[src/hw/rtl/fjp_pkg.sv]
// ----------------------------------------------------------------------------
// fjp_pkg
// Shared types, codes and character classes for the flat JSON array parser.
// ----------------------------------------------------------------------------
package fjp_pkg;

  localparam int NumWidth = 63;

  localparam logic [NumWidth-1:0] NUM_MAX = {NumWidth{1'b1}};

  // Parser states.
  typedef enum logic [3:0] {
    ST_START     = 4'd0,
    ST_ARR_FIRST = 4'd1,
    ST_ARR_OBJ   = 4'd2,
    ST_ARR_AFTER = 4'd3,
    ST_OBJ_FIRST = 4'd4,
    ST_KEY_OPEN  = 4'd5,
    ST_KEY       = 4'd6,
    ST_COLON     = 4'd7,
    ST_VALUE     = 4'd8,
    ST_STR       = 4'd9,
    ST_NUM       = 4'd10,
    ST_OBJ_AFTER = 4'd11,
    ST_DONE      = 4'd12,
    ST_ERR       = 4'd13
  } parse_state_t;

  // Event codes.
  localparam logic [3:0] EV_NONE      = 4'd0;
  localparam logic [3:0] EV_ARR_OPEN  = 4'd1;
  localparam logic [3:0] EV_OBJ_OPEN  = 4'd2;
  localparam logic [3:0] EV_KEY_BYTE  = 4'd3;
  localparam logic [3:0] EV_KEY_END   = 4'd4;
  localparam logic [3:0] EV_STR_BYTE  = 4'd5;
  localparam logic [3:0] EV_STR_END   = 4'd6;
  localparam logic [3:0] EV_OBJ_CLOSE = 4'd7;
  localparam logic [3:0] EV_ARR_CLOSE = 4'd8;
  localparam logic [3:0] EV_ERROR     = 4'd9;

  // Error codes.
  localparam logic [2:0] ERR_NONE       = 3'd0;
  localparam logic [2:0] ERR_UNEXPECTED = 3'd1;
  localparam logic [2:0] ERR_NUM_EXP    = 3'd2;
  localparam logic [2:0] ERR_UNTERM     = 3'd3;
  localparam logic [2:0] ERR_EARLY_END  = 3'd4;
  localparam logic [2:0] ERR_EMPTY      = 3'd5;

  // Characters of the grammar.
  localparam logic [7:0] CH_ZERO   = 8'h30;
  localparam logic [7:0] CH_NINE   = 8'h39;
  localparam logic [7:0] CH_LBRACK = 8'h5B;
  localparam logic [7:0] CH_RBRACK = 8'h5D;
  localparam logic [7:0] CH_LBRACE = 8'h7B;
  localparam logic [7:0] CH_RBRACE = 8'h7D;
  localparam logic [7:0] CH_COMMA  = 8'h2C;
  localparam logic [7:0] CH_COLON  = 8'h3A;
  localparam logic [7:0] CH_QUOTE  = 8'h22;
  localparam logic [7:0] CH_SPACE  = 8'h20;
  localparam logic [7:0] CH_TAB    = 8'h09;
  localparam logic [7:0] CH_CR     = 8'h0D;

  // One result as it leaves the parser.
  typedef struct packed {
    logic [3:0]          event_res;
    logic [7:0]          char_byte;
    logic                number_done;
    logic [NumWidth-1:0] number_value;
    logic [2:0]          error_code;
  } result_t;

  function automatic logic is_ws(input logic [7:0] b);
    return (b == CH_SPACE) || ((b >= CH_TAB) && (b <= CH_CR));
  endfunction

  function automatic logic is_digit(input logic [7:0] b);
    return (b >= CH_ZERO) && (b <= CH_NINE);
  endfunction

endpackage

[src/hw/rtl/fjp_num_acc.sv]
// ----------------------------------------------------------------------------
// fjp_num_acc
// Saturating decimal accumulate: acc * 10 + digit, clamped at 2^63-1.
// ----------------------------------------------------------------------------
module fjp_num_acc (
  input  logic [fjp_pkg::NumWidth-1:0] acc,
  input  logic [3:0]                   digit,
  output logic [fjp_pkg::NumWidth-1:0] acc_next
);
  import fjp_pkg::*;

  logic [NumWidth+3:0] wide;

  // Times ten as two shifted copies; the top four bits flag overflow.
  assign wide = {1'b0, acc, 3'b000} + {3'b000, acc, 1'b0} + {{NumWidth{1'b0}}, digit};

  assign acc_next = (|wide[NumWidth+3:NumWidth]) ? NUM_MAX : wide[NumWidth-1:0];

endmodule

[src/hw/rtl/fjp_step.sv]
// ----------------------------------------------------------------------------
// fjp_step
// Next-state and result logic for one byte of the JSON text.
// ----------------------------------------------------------------------------
module fjp_step (
  input  fjp_pkg::parse_state_t          state,
  input  logic [fjp_pkg::NumWidth-1:0]   acc,
  input  logic [2:0]                     held_error,
  input  logic [7:0]                     data_byte,
  input  logic                           end_of_data,
  output fjp_pkg::parse_state_t          state_next,
  output logic [fjp_pkg::NumWidth-1:0]   acc_next,
  output logic [2:0]                     held_error_next,
  output fjp_pkg::result_t               res
);
  import fjp_pkg::*;

  logic [NumWidth-1:0] acc_sum;
  parse_state_t        st;
  logic [3:0]          ev;
  logic [7:0]          ch;
  logic [2:0]          err;
  logic                nd;
  logic [NumWidth-1:0] nv;

  fjp_num_acc u_num_acc (
    .acc      (acc),
    .digit    (data_byte[3:0]),
    .acc_next (acc_sum)
  );

  always_comb begin
    st              = state;
    ev              = EV_NONE;
    ch              = 8'h00;
    err             = ERR_NONE;
    nd              = 1'b0;
    nv              = '0;
    acc_next        = acc;
    held_error_next = held_error;
    state_next      = state;
    res             = '0;

    if (state == ST_ERR) begin
      res.event_res  = EV_ERROR;
      res.error_code = held_error;
    end else begin
      // A number ends on its first non-digit, which is then parsed as usual.
      if (st == ST_NUM) begin
        if (is_digit(data_byte)) begin
          acc_next = acc_sum;
        end else begin
          nd = 1'b1;
          nv = acc;
          st = ST_OBJ_AFTER;
        end
      end

      case (st)
        ST_START: begin
          if (data_byte == CH_LBRACK) begin
            ev = EV_ARR_OPEN;
            st = ST_ARR_FIRST;
          end else if (!is_ws(data_byte)) begin
            err = ERR_UNEXPECTED;
          end
        end
        ST_ARR_FIRST: begin
          if (data_byte == CH_RBRACK) begin
            ev = EV_ARR_CLOSE;
            st = ST_DONE;
          end else if (data_byte == CH_LBRACE) begin
            ev = EV_OBJ_OPEN;
            st = ST_OBJ_FIRST;
          end else if (is_ws(data_byte)) begin
            st = ST_ARR_OBJ;
          end else begin
            err = ERR_UNEXPECTED;
          end
        end
        ST_ARR_OBJ: begin
          if (data_byte == CH_LBRACE) begin
            ev = EV_OBJ_OPEN;
            st = ST_OBJ_FIRST;
          end else if (!is_ws(data_byte)) begin
            err = ERR_UNEXPECTED;
          end
        end
        ST_ARR_AFTER: begin
          if (data_byte == CH_RBRACK) begin
            ev = EV_ARR_CLOSE;
            st = ST_DONE;
          end else if (data_byte == CH_COMMA) begin
            st = ST_ARR_OBJ;
          end else if (!is_ws(data_byte)) begin
            err = ERR_UNEXPECTED;
          end
        end
        ST_OBJ_FIRST: begin
          if (data_byte == CH_RBRACE) begin
            ev = EV_OBJ_CLOSE;
            st = ST_ARR_AFTER;
          end else if (data_byte == CH_QUOTE) begin
            st = ST_KEY;
          end else if (is_ws(data_byte)) begin
            st = ST_KEY_OPEN;
          end else begin
            err = ERR_UNEXPECTED;
          end
        end
        ST_KEY_OPEN: begin
          if (data_byte == CH_QUOTE) begin
            st = ST_KEY;
          end else if (!is_ws(data_byte)) begin
            err = ERR_UNEXPECTED;
          end
        end
        ST_KEY: begin
          if (data_byte == CH_QUOTE) begin
            ev = EV_KEY_END;
            st = ST_COLON;
          end else begin
            ev = EV_KEY_BYTE;
            ch = data_byte;
          end
        end
        ST_COLON: begin
          if (data_byte == CH_COLON) begin
            st = ST_VALUE;
          end else if (!is_ws(data_byte)) begin
            err = ERR_UNEXPECTED;
          end
        end
        ST_VALUE: begin
          if (data_byte == CH_QUOTE) begin
            st = ST_STR;
          end else if (is_digit(data_byte)) begin
            acc_next = {{(NumWidth-4){1'b0}}, data_byte[3:0]};
            st       = ST_NUM;
          end else if (!is_ws(data_byte)) begin
            err = ERR_NUM_EXP;
          end
        end
        ST_STR: begin
          if (data_byte == CH_QUOTE) begin
            ev = EV_STR_END;
            st = ST_OBJ_AFTER;
          end else begin
            ev = EV_STR_BYTE;
            ch = data_byte;
          end
        end
        ST_OBJ_AFTER: begin
          if (data_byte == CH_RBRACE) begin
            ev = EV_OBJ_CLOSE;
            st = ST_ARR_AFTER;
          end else if (data_byte == CH_COMMA) begin
            st = ST_KEY_OPEN;
          end else if (!is_ws(data_byte)) begin
            err = ERR_UNEXPECTED;
          end
        end
        ST_NUM, ST_DONE: begin
          st = st;
        end
        default: begin
          st = ST_START;
        end
      endcase

      if ((err == ERR_NONE) && end_of_data && (st != ST_DONE)) begin
        if ((st == ST_KEY) || (st == ST_STR)) begin
          err = ERR_UNTERM;
        end else if (st == ST_START) begin
          err = ERR_EMPTY;
        end else begin
          err = ERR_EARLY_END;
        end
      end

      if (err != ERR_NONE) begin
        held_error_next = err;
        state_next      = ST_ERR;
        res.event_res   = EV_ERROR;
        res.error_code  = err;
      end else begin
        state_next       = st;
        res.event_res    = ev;
        res.char_byte    = ch;
        res.number_done  = nd;
        res.number_value = nv;
      end
    end
  end

endmodule

[src/hw/rtl/flat_json_array_parser.sv]
// ----------------------------------------------------------------------------
// flat_json_array_parser
// Byte-serial parser for a JSON array of flat objects with string or
// unsigned integer values.
// ----------------------------------------------------------------------------
// The parser takes one byte of JSON text per request and returns exactly one
// result request per byte, in order, at a sustained rate of one byte per
// clock: each byte is parsed against the registered parser state and the
// result is captured in an output register. The next byte is taken in the
// following cycle as long as the consumer drains the previous result in
// that same cycle; while a result waits unaccepted, input requests are held
// off. The critical path is the 67-bit shift-and-add that folds a decimal
// digit into the saturating number accumulator. A result carries a structural
// event, a key or string byte, or an error code; a completed integer is
// reported with the number_done flag on the byte that ends it, alongside
// that byte's own event unless that byte raises an error. Once an error is
// reported, every further byte repeats it until reset, and bytes that follow
// the closing bracket produce empty results.
module flat_json_array_parser (
  input  logic                         clk,
  input  logic                         rst,
  input  logic                         item_valid,
  output logic                         item_ready,
  input  logic [7:0]                   data_byte,
  input  logic                         end_of_data,
  output logic                         result_valid,
  input  logic                         result_ready,
  output logic [3:0]                   event_res,
  output logic [7:0]                   char_byte,
  output logic                         number_done,
  output logic [fjp_pkg::NumWidth-1:0] number_value,
  output logic [2:0]                   error_code
);
  import fjp_pkg::*;

  // Parser state carried from one byte to the next.
  parse_state_t        state;
  parse_state_t        state_next;
  logic [NumWidth-1:0] acc;
  logic [NumWidth-1:0] acc_next;
  logic [2:0]          held_error;
  logic [2:0]          held_error_next;

  // Result computed for the byte on the input and the registered copy.
  result_t             res_next;
  result_t             res;

  logic                accept;

  // A byte can be taken whenever the output register is empty or is being
  // drained in this same cycle.
  assign item_ready = !result_valid || result_ready;
  assign accept     = item_valid && item_ready;

  fjp_step u_step (
    .state           (state),
    .acc             (acc),
    .held_error      (held_error),
    .data_byte       (data_byte),
    .end_of_data     (end_of_data),
    .state_next      (state_next),
    .acc_next        (acc_next),
    .held_error_next (held_error_next),
    .res             (res_next)
  );

  // The parser state advances only when a byte is actually accepted.
  always_ff @(posedge clk) begin
    if (rst) begin
      state      <= ST_START;
      acc        <= '0;
      held_error <= ERR_NONE;
    end else if (accept) begin
      state      <= state_next;
      acc        <= acc_next;
      held_error <= held_error_next;
    end
  end

  // Output register: loaded on accept, emptied when the consumer takes it.
  always_ff @(posedge clk) begin
    if (rst) begin
      result_valid <= 1'b0;
    end else if (accept) begin
      result_valid <= 1'b1;
    end else if (result_ready) begin
      result_valid <= 1'b0;
    end
  end

  // The payload needs no reset; it is only looked at while result_valid is set.
  always_ff @(posedge clk) begin
    if (accept) begin
      res <= res_next;
    end
  end

  assign event_res    = res.event_res;
  assign char_byte    = res.char_byte;
  assign number_done  = res.number_done;
  assign number_value = res.number_value;
  assign error_code   = res.error_code;

endmodule
[config.mk]
export PLATFORM = sky130hd
export DESIGN_NAME = flat_json_array_parser
export DESIGN_NICKNAME = d
export VERILOG_FILES = /design/src/hw/rtl/fjp_pkg.sv /design/src/hw/rtl/fjp_num_acc.sv /design/src/hw/rtl/fjp_step.sv /design/src/hw/rtl/flat_json_array_parser.sv
export SDC_FILE = /design/constraint.sdc
export NUM_CORES = 1
export LEC_CHECK = 0
export BUFFER_PORTS_ARGS = -buffer_cell sky130_fd_sc_hd__buf_2
export CORE_UTILIZATION = 40
export CTS_CLUSTER_DIAMETER = 200
export CTS_CLUSTER_SIZE = 24
export DETAILED_ROUTE_END_ITERATION = 8
export GPL_ROUTABILITY_DRIVEN = 0
export SYNTH_ARGS = -nofsm -noshare
export SYNTH_HDL_FRONTEND = slang
export SYNTH_SLANG_ARGS = --single-unit
[constraint.sdc]
create_clock -name clk -period 14.55 [get_ports clk]
set_clock_uncertainty 0.2 [all_clocks]
set_input_delay 1.455 -clock clk [delete_from_list [all_inputs] [get_ports clk]]
set_output_delay 1.455 -clock clk [all_outputs]
set_load 0.01 [all_outputs]
==> metrics.md <==
| Metric | Value |
|---|---|
| Gr usage total | 20.7% |
| ANT nets after route | 0 |
| Placed Area | 12200 um^2 |
| Total negative setup slack | 0 ns |
| Vias in the first global route | 9391 |
| Mapped Cells | 1305 |
| First-pass GRT wire length | between 40000 and 50000 um |
| Fin nets | around 1.5k |
| Main synth FF type | edfxtp_1 |
| Final core occ | 45.6% |
| Number of max-cap violations | 0 |
| Slew HR | 25.5% |
| DP Cell Count | 1699 |
| Root Driver | clkbuf_16 |
| Post-Route WL | 29700 um |
| Vias per cell | 5.76 |
| WP data arrival | 6.18 ns |
| Fmax | between 0.15 and 0.2 GHz |
| Sw power | 0.253 mW |
| Sequential share of power | between 40% and 50% |
| Initial antenna violation count | 0 |
| Synth warn | 0 |
| Clock Path Buffers | 2 |
| Hold WS | 0.298 ns |
| CTS tree | yes |
| Post-CTS setup buffer count | 0 |
| Top cell type's share of synthesized area | slightly above 20% |
| Worst min-delay path class | register to register |
| RSZ-0062 raised after global routing | false |
| Core area | 28000 um^2 |
| Outcome | finished, final reports clean |
| Layout cells sized above 1 | roughly 12% |
| H-tree levels | 4 |
| Die area | 29500 um^2 |
| Avg Inst Size Synth | 8.82 um^2 |
| Fin. Hold Viols | 0 |
| Finished Layout Cells | 1731 |
| Grt total ovfl | 0 |
| Rows | 61 |
| Clock power frac | 46.4% |
| Synth area leader | edfxtp_1 |
| Finish-stage setup viols | 0 |
| Cell area after layout | about 13000 um^2 |
| Int Power | 0.773 mW |
| Routed WL per cell | between 15 and 20 um |
| Die height | 172 um |
| Post-CTS Resized | 0 |
| Sw Ratio | 24.7% |
| Via count | 9965 |
| LEAKAGE | 5.59 nW |
| Hold Buf Count CTS | 0 |
| Clock Pin Slew Worst Setup and Hold Paths | 0.06 ns |
| Clk_lat worst skew | about 0.44 ns |
| Netlist cell types | 84 |
| Synthesized area | 11500 um^2 |
| Final WS setup | 8.53 ns |
| Die Width | around 170 um |
| DRC Markers | 0 |
| I/O pin count | 94 |
| Post-route minimum period | 6.02 ns |
| EDFF count, synth | between 70 and 80 |
| Port buffer count | between 90 and 100 |
| Clock Sinks | 150 |
| Seq/Total Area, Yosys | 33.0% |
| Initial DRC count | 886 |
| Fillers | 2772 |
| Max-slew violation count | 0 |
| Final HPWL DP | 21000 um |
| Startpoint types | primary input |
| First-pass DRT Iterations | 5 |
| Synth top area cells | edfxtp_1, ha_1, dfxtp_1 |
| Critical path class | primary input to register |
| Initial Utilization | 41.1% |
| Final worst-path cycle share | 41.4% |
| Area grow syn2layout | 11.0% |
| Critical Path Fanout Max | 32 |
| DP Worst Slack | 8.15 ns |
| CTS Buf Count | 17 |
| Largest net degree at the start of global routing | 63 |
| Worst-case vdd ir drop | 0.0893 mV |
| Critical Path Sink Type | register |
| Worst EP required | about 15 ns |
| Ant diodes | 0 |
| Power Dens Cells | 80.4 nW/um^2 |
| Comb power frac | approximately 8.0% |
| Async S/R FF share, synth | 0% |
| Syn nets | 1445 |
| #FFs+latches synth | 150 |
| Slew @ Worst Pin | 1.12 ns |
| Power Total | 1.03 mW |
==> critical path, stage by stage <==
cell and delay [ns]:
buf_2 0.16, fa_1 0.57, inv_1 0.07, fa_1 0.47, nor2b_1 0.19, o21bai_1 0.12
a2111oi_0 0.60, or4b_1 0.26, nor3b_1 0.22, o211ai_1 0.23, o41ai_2 0.51, nand2_1 0.12
nand4b_1 0.42, buf_4 0.47, a211oi_1 0.14, nor3_1 0.14
==> cell usage in the layout (no fill, tap or decap), types with 6 or more instances in the layout <==
cell type  Yosys  final
dfxtp_1       71     71
nand3_1       29     29
nand4_1       21     21
o21ai_0      101    101
a31oi_1       14     14
nor2_1        94     93
xnor2_1       31     31
o21a_1        14     14
or3_1          9      9
a21oi_1      121    121
ha_1         125    125
o21bai_1      18     18
o22ai_1        6      6
nand2_1       86     86
or2_2          6      6
and2_1        76     75
xor2_1        27     27
a211oi_1      42     42
edfxtp_1      79     79
nor4_1         6      6
nor2b_1       11     11
inv_1         22     22
buf_2          9     93
clkbuf_16      0     17
nand2b_1      15     15
a21o_1        30     30
o31ai_1       35     35
o211ai_1       7      7
nor3_1        21     20
==> power by group through the flow <==
stage | combinational, mW | clock, mW | sequential (mW)
after floorplan | 0.0510 | 0 | 0.480
after global placement | 0.0813 | 0 | 0.477
after detailed placement | 0.0819 | 0 | 0.476
after CTS | 0.0823 | 0.484 | 0.467
after global routing | 0.0918 | 0.499 | 0.469
final | 0.0823 | 0.477 | 0.467
==> state kept, by name, summed over array words and instances, names as in the netlist, named ones only <==
name	cells
event_res	4
state	4
result_valid	1
error_code	3
number_value	63
number_done	1
held_error	3
acc	62
char_byte	8
==> kinds of logic (layout without fill, tap and decap cells) <==
family / count (synthesis) / count (layout) / synth area share (%)
XOR/XNOR: 58 / 58 / 4.41
adder cells (fa/ha/maj): 127 / 127 / 13.9
buffers and inverters: 104 / 152 / 3.75
flip-flops: 150 / 150 / 33.0
multiplexers: 10 / 10 / 0.957
AND/OR/NAND/NOR: 408 / 408 / 18.6
AO/OA/AOI/OAI: 448 / 448 / 25.4
==> path summary, 6_finish.rpt <==
path	start	end	slack [ns]	depth (start not counted)
max	data_byte[3]	register	8.53	16
min reg2reg	held_error[2]$_SDFFE_PP0P_	held_error[2]$_SDFFE_PP0P_	0.30	2
max reg2reg	acc[2]$_SDFFE_PP0P_	register	9.38	15
min	held_error[2]$_SDFFE_PP0P_	held_error[2]$_SDFFE_PP0P_	0.30	2
==> cell usage after synthesis, types with 4 or more instances <==
library cell	number
ha_1	125
a21oi_1	121
o21ai_0	101
nor2_1	94
nand2_1	86
edfxtp_1	79
and2_1	76
dfxtp_1	71
clkbuf_1	65
a211oi_1	42
o31ai_1	35
xnor2_1	31
a21o_1	30
nand3_1	29
xor2_1	27
inv_1	22
nand4_1	21
nor3_1	21
o21bai_1	18
nand2b_1	15
a31oi_1	14
o21a_1	14
nor2b_1	11
buf_2	9
or3_1	9
o211ai_1	7
nor4_1	6
o21ai_1	6
o22ai_1	6
or2_2	6
mux2i_1	5
a2111oi_0	4
and3_1	4
buf_1	4
buf_6	4
mux2_2	4
nand4b_1	4
o32ai_1	4
==> final cells by class <==
class / instances / area (um^2) / area share, %
clock buffer: 19 / 433 / 3.39
clock inverter: 13 / 179 / 1.40
inverter: 22 / 82.6 / 0.646
multi-input combinational: 1051 / 7310 / 57.2
sequential: 150 / 3790 / 29.7
tap: 378 / 473 / 3.70
timing repair buffer: 98 / 503 / 3.94
==> metal layers <==
metal / share of wire [%] / track usage, % / up-vias
met5: 0 / 0 / -
met4: 1.5 / 6.06 / 0
met3: 3.6 / 2.35 / 37
met2: 45 / 33.7 / 251
met1: 50 / 28.5 / 4711
li1: - / - / 4966
No activity file was read; power rests on OpenSTA's default activity.
